--- src/sv/lree_pkg.sv ---
// ----------------------------------------------------------------------------
// lree_pkg
// Shared types, codes and the fixed parse tables of the LR expression
// evaluator: action table, goto table and rule properties.
// ----------------------------------------------------------------------------
package lree_pkg;

  // Stack geometry.
  localparam int unsigned STACK_DEPTH = 64;
  localparam int unsigned PTR_W       = $clog2(STACK_DEPTH);
  localparam int unsigned VAL_W       = 32;

  // Token kinds.
  localparam logic [2:0] TOK_NUM    = 3'd0;
  localparam logic [2:0] TOK_PLUS   = 3'd1;
  localparam logic [2:0] TOK_STAR   = 3'd2;
  localparam logic [2:0] TOK_LPAREN = 3'd3;
  localparam logic [2:0] TOK_RPAREN = 3'd4;
  localparam logic [2:0] TOK_END    = 3'd5;

  // Result status codes.
  localparam logic [1:0] STATUS_OK       = 2'd0;
  localparam logic [1:0] STATUS_SYNTAX   = 2'd1;
  localparam logic [1:0] STATUS_OVERFLOW = 2'd2;

  // Nonterminals.
  localparam logic [1:0] NT_EXPR   = 2'd0;
  localparam logic [1:0] NT_TERM   = 2'd1;
  localparam logic [1:0] NT_FACTOR = 2'd2;

  // Grammar rules.
  localparam logic [2:0] RULE_ADD     = 3'd1;
  localparam logic [2:0] RULE_E_T     = 3'd2;
  localparam logic [2:0] RULE_MUL     = 3'd3;
  localparam logic [2:0] RULE_T_F     = 3'd4;
  localparam logic [2:0] RULE_PAREN   = 3'd5;
  localparam logic [2:0] RULE_F_NUM   = 3'd6;

  typedef enum logic [1:0] {
    ACT_ERROR,
    ACT_SHIFT,
    ACT_REDUCE,
    ACT_ACCEPT
  } act_kind_e;

  // Decoded action entry: shift target state or reduce rule in arg.
  typedef struct packed {
    act_kind_e  kind;
    logic [3:0] arg;
  } act_t;

  // One write port and the read addresses of both stacks.
  typedef struct packed {
    logic             we;
    logic [PTR_W-1:0] waddr;
    logic [3:0]       wstate;
    logic [VAL_W-1:0] wval;
    logic             re;
    logic [PTR_W-1:0] raddr_state;
    logic [PTR_W-1:0] raddr_val;
  } stack_req_t;

  function automatic act_t mk_act(act_kind_e kind, logic [3:0] arg);
    act_t a;
    a.kind = kind;
    a.arg  = arg;
    return a;
  endfunction

  // Action table lookup; unknown states and token kinds read as error.
  function automatic act_t lree_action(logic [3:0] st, logic [2:0] kind);
    act_t a;
    a = mk_act(ACT_ERROR, 4'd0);
    case (st)
      4'd0, 4'd4, 4'd6, 4'd7: begin
        if (kind == TOK_NUM)         a = mk_act(ACT_SHIFT, 4'd5);
        else if (kind == TOK_LPAREN) a = mk_act(ACT_SHIFT, 4'd4);
      end
      4'd1: begin
        if (kind == TOK_PLUS)        a = mk_act(ACT_SHIFT, 4'd6);
        else if (kind == TOK_END)    a = mk_act(ACT_ACCEPT, 4'd0);
      end
      4'd2, 4'd9: begin
        case (kind) inside
          TOK_STAR:                   a = mk_act(ACT_SHIFT, 4'd7);
          TOK_PLUS, TOK_RPAREN, TOK_END:
            a = mk_act(ACT_REDUCE, (st == 4'd2) ? {1'b0, RULE_E_T} : {1'b0, RULE_ADD});
          default:                    a = mk_act(ACT_ERROR, 4'd0);
        endcase
      end
      4'd3, 4'd5, 4'd10, 4'd11: begin
        case (kind) inside
          TOK_PLUS, TOK_STAR, TOK_RPAREN, TOK_END: begin
            case (st)
              4'd3:    a = mk_act(ACT_REDUCE, {1'b0, RULE_T_F});
              4'd5:    a = mk_act(ACT_REDUCE, {1'b0, RULE_F_NUM});
              4'd10:   a = mk_act(ACT_REDUCE, {1'b0, RULE_MUL});
              default: a = mk_act(ACT_REDUCE, {1'b0, RULE_PAREN});
            endcase
          end
          default: a = mk_act(ACT_ERROR, 4'd0);
        endcase
      end
      4'd8: begin
        if (kind == TOK_PLUS)        a = mk_act(ACT_SHIFT, 4'd6);
        else if (kind == TOK_RPAREN) a = mk_act(ACT_SHIFT, 4'd11);
      end
      default: a = mk_act(ACT_ERROR, 4'd0);
    endcase
    return a;
  endfunction

  // Goto table on a nonterminal.
  function automatic logic [3:0] lree_goto(logic [3:0] st, logic [1:0] nt);
    logic [3:0] g;
    g = 4'd0;
    case (st)
      4'd0: begin
        if (nt == NT_EXPR)        g = 4'd1;
        else if (nt == NT_TERM)   g = 4'd2;
        else if (nt == NT_FACTOR) g = 4'd3;
      end
      4'd4: begin
        if (nt == NT_EXPR)        g = 4'd8;
        else if (nt == NT_TERM)   g = 4'd2;
        else if (nt == NT_FACTOR) g = 4'd3;
      end
      4'd6: begin
        if (nt == NT_TERM)        g = 4'd9;
        else if (nt == NT_FACTOR) g = 4'd3;
      end
      4'd7: begin
        if (nt == NT_FACTOR)      g = 4'd10;
      end
      default: g = 4'd0;
    endcase
    return g;
  endfunction

  // Number of symbols on the right-hand side of a rule.
  function automatic logic [1:0] lree_rule_len(logic [2:0] rule);
    logic [1:0] n;
    case (rule)
      RULE_ADD, RULE_MUL, RULE_PAREN: n = 2'd3;
      default:                        n = 2'd1;
    endcase
    return n;
  endfunction

  // Left-hand nonterminal of a rule.
  function automatic logic [1:0] lree_rule_lhs(logic [2:0] rule);
    logic [1:0] n;
    case (rule)
      RULE_ADD, RULE_E_T: n = NT_EXPR;
      RULE_MUL, RULE_T_F: n = NT_TERM;
      default:            n = NT_FACTOR;
    endcase
    return n;
  endfunction

endpackage

--- src/sv/lree_ifs.sv ---
// ----------------------------------------------------------------------------
// lree_ifs
// Valid/ready channels of the LR expression evaluator: token in, result out.
// ----------------------------------------------------------------------------
interface lree_token_if;
  logic        valid;
  logic        ready;
  logic [2:0]  token_kind;
  logic [30:0] token_value;

  modport source (output valid, output token_kind, output token_value, input ready);
  modport sink   (input valid, input token_kind, input token_value, output ready);
endinterface

interface lree_result_if;
  logic               valid;
  logic               ready;
  logic [1:0]         status;
  logic signed [31:0] result_value;

  modport source (output valid, output status, output result_value, input ready);
  modport sink   (input valid, input status, input result_value, output ready);
endinterface

--- src/sv/lr_expression_evaluator_unit.sv ---
// ----------------------------------------------------------------------------
// lr_expression_evaluator_unit
// Table-driven LR parser and evaluator for E->E+T|T, T->T*F|F, F->(E)|num.
// ----------------------------------------------------------------------------
// Usage:
//   tok_i carries one lexed token per transfer (kind and, for numbers, value).
//   res_o carries one result per finished expression: status and value.
//   An accepted end token, a token with no parse action or a full stack
//   produces a result; all other tokens are absorbed silently.
// Sequencing:
//   A token passes through the action lookup and, per reduction that it
//   triggers, a registered stack read and the add, multiply or copy that
//   writes the new top. A single sequencer and one stack read port
//   serialise these steps. tok_i.ready is high only while the sequencer
//   waits for a token.
// Reset:
//   Clears sequencer, stack pointer, cached top state and result valid;
//   the stacks need no clearing since entries are always written before read.
// Stalls:
//   A pending result sits in an output register; a new token is still
//   taken, and processing only waits if a second result is due before the
//   first transfer. After any result the stacks start over empty.
// ----------------------------------------------------------------------------
module lr_expression_evaluator_unit
  import lree_pkg::*;
(
  input  logic         clk_i,
  input  logic         rst_ni,
  lree_token_if.sink   tok_i,
  lree_result_if.source res_o
);

  localparam logic [1:0] S_IDLE   = 2'd0;
  localparam logic [1:0] S_ACT    = 2'd1;
  localparam logic [1:0] S_REDUCE = 2'd2;

  logic [1:0]       seq_q, seq_d;
  logic [PTR_W-1:0] top_q, top_d;
  logic [3:0]       top_state_q, top_state_d;
  logic [VAL_W-1:0] top_val_q, top_val_d;
  logic [2:0]       kind_q;
  logic [30:0]      tval_q;
  logic [PTR_W-1:0] base_q, base_d;
  logic [2:0]       rule_q, rule_d;
  logic             out_valid_q, out_valid_d;
  logic [1:0]       out_status_q, out_status_d;
  logic [VAL_W-1:0] out_value_q, out_value_d;

  stack_req_t       stack_req;
  logic [3:0]       state_rd;
  logic [VAL_W-1:0] val_rd;

  act_t             act;
  logic [PTR_W-1:0] len_w;
  logic             out_free;
  logic [3:0]       below;
  logic [PTR_W-1:0] new_top;

  lree_stack u_stack (
    .clk_i      (clk_i),
    .req_i      (stack_req),
    .state_rd_o (state_rd),
    .val_rd_o   (val_rd)
  );

  assign tok_i.ready        = (seq_q == S_IDLE);
  assign res_o.valid        = out_valid_q;
  assign res_o.status       = out_status_q;
  assign res_o.result_value = $signed(out_value_q);

  assign act      = lree_action(top_state_q, kind_q);
  assign len_w    = PTR_W'(lree_rule_len(act.arg[2:0]));
  assign out_free = !out_valid_q || res_o.ready;
  assign below    = (base_q == '0) ? 4'd0 : state_rd;
  assign new_top  = base_q + PTR_W'(1);

  // Sequencer: action lookup, shifts, reduction steps and result output.
  always_comb begin
    seq_d        = seq_q;
    top_d        = top_q;
    top_state_d  = top_state_q;
    top_val_d    = top_val_q;
    base_d       = base_q;
    rule_d       = rule_q;
    out_valid_d  = out_valid_q && !res_o.ready;
    out_status_d = out_status_q;
    out_value_d  = out_value_q;
    stack_req    = '0;

    unique case (seq_q)
      S_IDLE: begin
        if (tok_i.valid) begin
          seq_d = S_ACT;
        end
      end
      S_ACT: begin
        if (act.kind == ACT_SHIFT && top_q != PTR_W'(STACK_DEPTH - 1)) begin
          // Push the new state with the token's value.
          top_d           = top_q + PTR_W'(1);
          top_state_d     = act.arg;
          top_val_d       = (kind_q == TOK_NUM) ? {1'b0, tval_q} : '0;
          stack_req.we    = 1'b1;
          stack_req.waddr = top_d;
          stack_req.wstate = top_state_d;
          stack_req.wval  = top_val_d;
          seq_d           = S_IDLE;
        end else if (act.kind == ACT_REDUCE && act.arg[2:0] != 3'd0 &&
                     act.arg[2:0] != 3'd7 && act.arg[3] == 1'b0 && top_q >= len_w) begin
          // Fetch the state below the handle and the operand value.
          base_d                = top_q - len_w;
          rule_d                = act.arg[2:0];
          stack_req.re          = 1'b1;
          stack_req.raddr_state = base_d;
          stack_req.raddr_val   = (act.arg[2:0] == RULE_PAREN) ? top_q - PTR_W'(1)
                                                               : top_q - PTR_W'(2);
          seq_d                 = S_REDUCE;
        end else if (out_free) begin
          // Accept, error or overflow: emit a result and start over.
          out_valid_d = 1'b1;
          out_value_d = '0;
          if (act.kind == ACT_ACCEPT) begin
            out_status_d = STATUS_OK;
            out_value_d  = top_val_q;
          end else if (act.kind == ACT_SHIFT) begin
            out_status_d = STATUS_OVERFLOW;
          end else begin
            out_status_d = STATUS_SYNTAX;
          end
          top_d       = '0;
          top_state_d = 4'd0;
          seq_d       = S_IDLE;
        end
      end
      S_REDUCE: begin
        // Evaluate the rule and replace the handle by the goto state.
        case (rule_q)
          RULE_ADD:   top_val_d = val_rd + top_val_q;
          RULE_MUL:   top_val_d = val_rd * top_val_q;
          RULE_PAREN: top_val_d = val_rd;
          default:    top_val_d = top_val_q;
        endcase
        top_d            = new_top;
        top_state_d      = lree_goto(below, lree_rule_lhs(rule_q));
        stack_req.we     = 1'b1;
        stack_req.waddr  = new_top;
        stack_req.wstate = top_state_d;
        stack_req.wval   = top_val_d;
        seq_d            = S_ACT;
      end
      default: seq_d = S_IDLE;
    endcase
  end

  // Control state.
  always_ff @(posedge clk_i or negedge rst_ni) begin
    if (!rst_ni) begin
      seq_q       <= S_IDLE;
      top_q       <= '0;
      top_state_q <= 4'd0;
      out_valid_q <= 1'b0;
    end else begin
      seq_q       <= seq_d;
      top_q       <= top_d;
      top_state_q <= top_state_d;
      out_valid_q <= out_valid_d;
    end
  end

  // Payload registers.
  always_ff @(posedge clk_i) begin
    if (tok_i.valid && tok_i.ready) begin
      kind_q <= tok_i.token_kind;
      tval_q <= tok_i.token_value;
    end
    top_val_q    <= top_val_d;
    base_q       <= base_d;
    rule_q       <= rule_d;
    out_status_q <= out_status_d;
    out_value_q  <= out_value_d;
  end

endmodule

--- src/sv/lree_stack.sv ---
// ----------------------------------------------------------------------------
// lree_stack
// State and value stacks of the parser: one write port shared by both, one
// registered read port on each.
// ----------------------------------------------------------------------------
module lree_stack
  import lree_pkg::*;
(
  input  logic             clk_i,
  input  stack_req_t       req_i,
  output logic [3:0]       state_rd_o,
  output logic [VAL_W-1:0] val_rd_o
);

  logic [3:0]       state_mem [STACK_DEPTH];
  logic [VAL_W-1:0] val_mem   [STACK_DEPTH];

  // Write both stacks at the same entry.
  always_ff @(posedge clk_i) begin
    if (req_i.we) begin
      state_mem[req_i.waddr] <= req_i.wstate;
      val_mem[req_i.waddr]   <= req_i.wval;
    end
  end

  // Registered reads.
  always_ff @(posedge clk_i) begin
    if (req_i.re) begin
      state_rd_o <= state_mem[req_i.raddr_state];
      val_rd_o   <= val_mem[req_i.raddr_val];
    end
  end

endmodule

--- src/flat_wrapper.sv ---
// flat-port wrapper written by rule: the top's interface ports become plain ports
module lr_expression_evaluator_unit_flat import lree_pkg::*;
  (clk_i, rst_ni, tok_i_valid, tok_i_token_kind, tok_i_token_value, tok_i_ready, res_o_valid, res_o_status, res_o_result_value, res_o_ready);
  lree_token_if tok_i_i ();
  lree_result_if res_o_i ();
  input  logic clk_i;
  input  logic rst_ni;
  input wire logic [$bits(tok_i_i.valid)-1:0] tok_i_valid;
  input wire logic [$bits(tok_i_i.token_kind)-1:0] tok_i_token_kind;
  input wire logic [$bits(tok_i_i.token_value)-1:0] tok_i_token_value;
  output wire logic [$bits(tok_i_i.ready)-1:0] tok_i_ready;
  output wire logic [$bits(res_o_i.valid)-1:0] res_o_valid;
  output wire logic [$bits(res_o_i.status)-1:0] res_o_status;
  output wire logic [$bits(res_o_i.result_value)-1:0] res_o_result_value;
  input wire logic [$bits(res_o_i.ready)-1:0] res_o_ready;
  assign tok_i_i.valid = tok_i_valid;
  assign tok_i_i.token_kind = tok_i_token_kind;
  assign tok_i_i.token_value = tok_i_token_value;
  assign tok_i_ready = tok_i_i.ready;
  assign res_o_valid = res_o_i.valid;
  assign res_o_status = res_o_i.status;
  assign res_o_result_value = res_o_i.result_value;
  assign res_o_i.ready = res_o_ready;
  lr_expression_evaluator_unit u_core (.clk_i(clk_i), .rst_ni(rst_ni), .tok_i(tok_i_i), .res_o(res_o_i));
endmodule
--- config.mk ---
export PLATFORM = sky130hd
export DESIGN_NAME = lr_expression_evaluator_unit_flat
export DESIGN_NICKNAME = d
export VERILOG_FILES = /design/src/sv/lree_pkg.sv /design/src/sv/lree_ifs.sv /design/src/sv/lr_expression_evaluator_unit.sv /design/src/sv/lree_stack.sv /design/src/flat_wrapper.sv
export SDC_FILE = /design/constraint.sdc
export NUM_CORES = 2
export LEC_CHECK = 0
export ABC_CLOCK_PERIOD_IN_PS = 10900
export BUFFER_PORTS_ARGS = -buffer_cell sky130_fd_sc_hd__buf_2
export CAP_MARGIN = 30
export CORE_ASPECT_RATIO = 0.8
export CORE_MARGIN = 2
export CORE_UTILIZATION = 40
export CTS_CLUSTER_DIAMETER = 80
export DETAILED_ROUTE_END_ITERATION = 8
export GPL_TIMING_DRIVEN = 0
export SLEW_MARGIN = 40
export SYNTH_ARGS = -nofsm -noshare
export SYNTH_HDL_FRONTEND = slang
export SYNTH_HIERARCHICAL = 1
export SYNTH_SLANG_ARGS = --single-unit
--- constraint.sdc ---
create_clock -name clk_i -period 10.9 [get_ports clk_i]
set_input_delay 1.09 -clock clk_i [delete_from_list [all_inputs] [get_ports clk_i]]
set_output_delay 1.09 -clock clk_i [all_outputs]
set_load 0.01 [all_outputs]
Word level (Yosys, flattened, before mapping). Memories as Yosys holds them, arrays and structs flattened. A register that Yosys moved wholly into a read port is not among the register bits. Cells that the tools add are included.

Add/sub/neg operators: 6. Multiply operators: 1. Div/mod/pow operators: 0. Order comparisons: 1. Equality and inequality tests: 41. Shift operators: 0. Muxes and demuxes: 53. Bitwise logic cells: 3. Reductions and logical operators: 31.

Operators with widths (count): $pmux 32 s3 (1); $pmux 43 s2 (1); $pmux 32 s2 (1); $mux 6 (10); $mux 43 (1); $mux 13 (3); $mux 4 (9); $add 32x32->32 (1); $mul 32x32->32 (1); $mux 32 (1); $mux 31 (1); $pmux 6 s5 (1); $eq 4x3->1 const B (7); $mux 2 (9); $eq 4x4->1 const B (4); $pmux 4 s4 (1); $eq 3x2->1 const B (5); $eq 3x3->1 const B (5); $mux 5 (3); $add 6x1->6 const B (2); $pmux 6 s2 (1); $reduce_or 4->1 (3); $eq 3x1->1 const B (3); $pmux 3 s3 (1); 34 further kinds (61).

Bits in registers: 122. Latch bits: 0. Bits in writable memories: 2304. Bits in read-only memories: 0. Input port bits: 38. Output and inout bits: 36. Word-level logic and storage cells: 149. Memories: 2.

Memories: u_core.u_stack.val_mem (depth 64, bits a word 32, rd ports 1, clocked after memory_dff 1, write ports 1, RTL line lree_stack.sv:16) `logic [VAL_W-1:0] val_mem [STACK_DEPTH];`; u_core.u_stack.state_mem (depth 64, bits a word 4, rd ports 1, clocked after memory_dff 1, write ports 1, RTL line lree_stack.sv:15) `logic [3:0] state_mem [STACK_DEPTH];`.

Logic depth before layout (Yosys ltp).
Depth in word-level cells: 13. Depth in mapped cells: 27.

Modules after synthesis. Netlist, hierarchy kept.

Modules (own cells, without submodules): lree_stack (times used 1, cells each 3783, area each 88588.7 um^2); lr_expression_evaluator_unit (times used 1, cells each 2718, area each 24471.0 um^2).

Worst setup path after synthesis. OpenSTA, ideal clock, no wires.

Kind: flip-flop to flip-flop. Start: register u_core.u_stack.val_rd_o[13] (read register of u_core.u_stack.val_mem). End: memory u_core.u_stack.val_mem[0][27] (data pin). Data arrival time: 9.449 ns. Required time: 10.180 ns. Slack: 0.731 ns. Cell stages (with the launch flop): 26. Path buffers: 2. Period minus slack after synthesis: 10.169 ns. Cell sequence: edfxtp_1 > clkbuf_1 > clkbuf_1 > and2_1 > fa_1 > fa_1 > fa_1 > inv_1 > fa_1 > inv_1 > fa_1 > inv_1 > fa_1 > inv_1 > fa_1 > fa_1 > ha_1 > a21oi_1 > o21ai_1 > or4b_1 > o211ai_2 > o21ai_2 > o32ai_1 > a22o_1 > a21oi_1 > o31ai_1.

RTL lines: start: declaration (RTL line lree_stack.sv:12) `output logic [VAL_W-1:0] val_rd_o`; end: declaration (RTL line lree_stack.sv:16).

==> insert_results.sql <==
INSERT INTO impl_metrics (metric_group, metric, value, unit) VALUES
('sta', 'hold_violations', '0', ''),
('logic_synthesis', 'postSynthRegisterBits', '2462', ''),
('worst_setup_path', 'worst-endpoint-arrival', '11.02', 'ns'),
('route', 'drc_errors', '0', ''),
('layout', 'final_layout_size_suffix_gt1_frac', '0.230', ''),
('logic_synthesis', 'synth_top_family_by_area', 'multiplexers', ''),
('logic_synthesis', 'synth.net_count', '7116', ''),
('die', 'core.rowCount', '174', ''),
('grt', 'vias_in_the_first_global_route', '64400', ''),
('clock_network', 'post-cts-setup-buffers', '0', ''),
('layout', 'mostFrequentLayoutCells', '2449 x sky130_fd_sc_hd__edfxtp_1, 570 x sky130_fd_sc_hd__mux4_2, 435 x sky130_fd_sc_hd__inv_1', ''),
('worst_setup_path', 'cp.required', '11.65', 'ns'),
('logic_synthesis', 'count_of_warnings_emitted_by_yosys', '6', ''),
('logic_synthesis', 'syn_area_per_cell', '17.4', 'µm²'),
('layout', 'fill_cells', '23400', ''),
('grt', 'initial_antenna_violation_count', '21', ''),
('logic_synthesis', 'postSynth.asyncResetShare', '0.00528', ''),
('status', 'result_of_the_run', 'finished, final reports clean', ''),
('die', 'initial_utilization', '0.402', ''),
('die', 'dieArea', '287000', 'µm²'),
('route', 'number_of_design_rule_violations_left_by_the_first_detailed_router_iteration', '9938', ''),
('sta', 'final-max-slew-violation-count', '0', ''),
('placed_design', 'place_hpwl', '274000', 'µm'),
('grt', 'groute.usage.overall', '0.256', ''),
('route', 'detail_route.first_pass.iterations', '6', ''),
('clock_network', 'postCtsHoldBufs', '0', ''),
('logic_synthesis', 'syn_inst', '6501', ''),
('sta', 'setup-tns-final', '0', 'ns'),
('logic_synthesis', 'synth.lib_cells_used.distinct', '95', ''),
('layout', 'finalNetCount', '7739', ''),
('grt', 'grt_first_pass_wirelength', '510000', 'µm'),
('sta', 'worst-slew-pin-transition', '1.01', 'ns'),
('sta', 'worst_clock_skew', '0.0844', 'ns'),
('clock_network', 'worst_skew_pair.late_latency', '0.92', 'ns'),
('logic_synthesis', 'synth-xor-area-share', '0.00942', ''),
('logic_synthesis', 'synth_sequential_area_ratio', '0.653', ''),
('die', 'top_level_ports', '74', ''),
('sta', 'clock.fmax', '0.0974', 'GHz'),
('logic_synthesis', 'synth-compound-area-share', '0.0436', ''),
('sta', 'report.final.setup_viol', '0', ''),
('layout', 'areaGrowthSynthToFinish', '17.7', '%'),
('logic_synthesis', 'synth_simple_gate_area_frac', '0.0514', ''),
('worst_setup_path', 'timing.critical_path.to_type', 'flip-flop', ''),
('placed_design', 'globalplace.congestion', '0.976', ''),
('placed_design', 'count_of_input_and_output_buffers', '73', ''),
('grt', 'overflow', '0', ''),
('route', 'wl_per_cell', '33.3', 'µm'),
('clock_network', 'cts.sinks', '2462', ''),
('worst_setup_path', 'setup_crit_start_kind', 'flip-flop', ''),
('clock_network', 'tritoncts.num_buffers', '243', ''),
('clock_network', 'clk_root_buffer_cell', 'sky130_fd_sc_hd__clkbuf_16', ''),
('logic_synthesis', 'synthesis.area', '113000', 'µm²'),
('clock_network', 'cts_htree_levels', '4', ''),
('logic_synthesis', 'post_synth_fa_ha_maj_area_fraction', '0.0911', ''),
('die', 'chipWidth', '598', 'µm'),
('placed_design', 'dp_cells', '10700', ''),
('logic_synthesis', 'synth-edff-count', '2449', ''),
('logic_synthesis', 'muxShareOfSynthArea', '0.120', ''),
('flow_run', 'maxCapViolCount', '0', ''),
('route', 'detailroute.via_count', '66600', ''),
('route', 'ant_nets', '0', ''),
('clock_network', 'tritoncts', 'done', ''),
('clock_network', 'post_cts.resized_instances', '0', ''),
('worst_setup_path', 'critPathMaxFanout', '24', ''),
('sta', 'post_route_fraction_of_the_period_consumed_by_the_critical_path', '0.942', ''),
('layout', 'mostFrequentLayoutCell', 'sky130_fd_sc_hd__edfxtp_1', ''),
('sta', 'layout_min_cycle_time', '10.27', 'ns'),
('sta', 'relSlewSlack', '0.323', ''),
('clock_network', 'cts_buffer_depth', '4', ''),
('worst_setup_path', 'critPathKind', 'reg -> reg', ''),
('route', 'drt-total-wl', '370000', 'µm'),
('die', 'core_region_area', '281000', 'µm²'),
('logic_synthesis', 'yosys_most_used_dff', 'sky130_fd_sc_hd__edfxtp_1', ''),
('die', 'die_y', '480', 'µm'),
('sta', 'grt_setup_unrepaired', 'no', ''),
('route', 'via_per_inst', '6.00', ''),
('min_path', 'hold_class', 'in -> async', ''),
('grt', 'grt_start_max_net_pins', '65', ''),
('clock_network', 'clkSlewWorstSetupHoldPaths', '0.07', 'ns'),
('layout', 'final_std_cells_w_o_fill', '11100', '');
[stage by stage]
stage / hold WS, ns / area [µm²] / utilization / setup WS [ns]
after floorplan: 0.511 / 113000 / - / 0.731
after global placement: 0.534 / 118000 / 0.420 / -5.73
after detailed placement: 0.545 / 125000 / 0.446 / 0.936
after CTS: 0.0668 / 133000 / 0.473 / 0.879
after global routing: 0.124 / 133000 / 0.473 / 0.515
final: 0.142 / 133000 / 0.473 / 0.630
[metal layers]
metal	up-vias	global-route usage	routed length [µm]
met3	591	0.0662	46900
met4	8	0.0878	14500
met2	4263	0.359	155000
li1	26300	-	-
met5	-	0	55
met1	35400	0.384	153000
[synth_stat cells (48+ instances only)]
cell type | n | area [µm²]
sky130_fd_sc_hd__fa_1 | 410 | 8210
sky130_fd_sc_hd__nor2_1 | 193 | 724
sky130_fd_sc_hd__and3_1 | 48 | 300
sky130_fd_sc_hd__ha_1 | 167 | 2090
sky130_fd_sc_hd__mux2i_1 | 48 | 480
sky130_fd_sc_hd__inv_1 | 436 | 1640
sky130_fd_sc_hd__mux4_2 | 570 | 12800
sky130_fd_sc_hd__and2_1 | 280 | 1750
sky130_fd_sc_hd__clkbuf_1 | 194 | 728
sky130_fd_sc_hd__nor3_1 | 48 | 240
sky130_fd_sc_hd__a21oi_1 | 139 | 696
sky130_fd_sc_hd__nand2_1 | 398 | 1490
sky130_fd_sc_hd__edfxtp_1 | 2449 | 73500
sky130_fd_sc_hd__buf_2 | 92 | 460
sky130_fd_sc_hd__o21ai_0 | 99 | 495
sky130_fd_sc_hd__o22ai_1 | 155 | 970
sky130_fd_sc_hd__nor2b_1 | 52 | 325
sky130_fd_sc_hd__xnor2_1 | 78 | 683
[cell families (layout without fill, tap and decap cells)]
family                     count (synthesis)  in the layout
AOI/OAI and AO/OA                        727            727
xor gates and xnor gates                 120            120
adders and majority gates                577            577
buffers and inverters                    802           1612
DFF                                     2462           2462
muxes                                    642            642
other                                      0             11
and+or+nand+nor                         1171           1171
[cell type report]
cell class,instances,area [µm²],share of cell area
multi-input cells,3237,36800,0.276
clock inverters,147,1340,0.0101
flip-flops and latches,2462,73900,0.555
diodes,11,27.5,0.000207
clock buffers,285,6260,0.0471
well taps,3784,4730,0.0356
repair buffers,378,6450,0.0485
inverters,438,1650,0.0124
plain buffers,364,1910,0.0144
[path summary, 6_finish.rpt]
kind | startpoint | endpoint | slack (ns) | cells after the start
setup / recovery | u_core/u_stack/val_rd_o[13]$_DFFE_PP_ | u_core/u_stack/val_mem[23][29]$_DFFE_PP_ | 0.63 | 27
hold / removal | rst_ni | u_core/top_state_q[1]$_DFFE_PN0P_ | 0.14 | 1
setup reg to reg | u_core/u_stack/val_rd_o[13]$_DFFE_PP_ | u_core/u_stack/val_mem[23][29]$_DFFE_PP_ | 0.63 | 27
hold reg to reg | u_core/tval_q[28]$_DFFE_PP_ | u_core/top_val_q[28]$_DFFE_PP_ | 0.56 | 2
max in group asynchronous | rst_ni | u_core/top_state_q[0]$_DFFE_PN0P_ | 10.48 | 1
min in group clk_i | tok_i_token_value[0] | u_core/tval_q[0]$_DFFE_PP_ | 0.38 | 1
[sequential cells by signal, summed over array words and instances, names as in the netlist]
register,count
u_core/u_stack/val_mem,2048
u_core/u_stack/state_mem,256
u_core/res_o.result_value,32
u_core/top_val_q,32
u_core/u_stack/val_rd_o,32
u_core/tval_q,31
u_core/base_q,6
u_core/top_q,6
u_core/top_state_q,4
u_core/u_stack/state_rd_o,4
u_core/kind_q,3
u_core/rule_q,3
u_core/res_o.status,2
u_core/seq_q,2
u_core/res_o.valid,1
[worst max-delay path: stages, from the launching register on]
cell	delay [ns]
sky130_fd_sc_hd__edfxtp_1	0.50
sky130_fd_sc_hd__clkbuf_1	0.57
sky130_fd_sc_hd__clkbuf_1	0.69
sky130_fd_sc_hd__and2_1	0.27
sky130_fd_sc_hd__fa_1	0.44
sky130_fd_sc_hd__fa_1	0.50
sky130_fd_sc_hd__fa_1	0.53
sky130_fd_sc_hd__inv_1	0.05
sky130_fd_sc_hd__fa_1	0.48
sky130_fd_sc_hd__inv_1	0.06
sky130_fd_sc_hd__fa_1	0.50
sky130_fd_sc_hd__inv_1	0.06
sky130_fd_sc_hd__fa_1	0.54
sky130_fd_sc_hd__inv_1	0.06
sky130_fd_sc_hd__fa_1	0.52
sky130_fd_sc_hd__fa_1	0.45
sky130_fd_sc_hd__ha_1	0.41
sky130_fd_sc_hd__a21oi_1	0.15
sky130_fd_sc_hd__o21ai_1	0.11
sky130_fd_sc_hd__or4b_1	0.52
sky130_fd_sc_hd__o211ai_2	0.41
sky130_fd_sc_hd__o21ai_2	0.17
sky130_fd_sc_hd__or4_1	0.49
sky130_fd_sc_hd__a311oi_1	0.41
sky130_fd_sc_hd__nor2_1	0.26
sky130_fd_sc_hd__a21oi_4	0.45
sky130_fd_sc_hd__buf_8	0.27
sky130_fd_sc_hd__buf_8	0.19
Power is left out: the tool's default activity adds up to more than one toggle a clock period on the data nets, which glitch-free logic cannot reach.
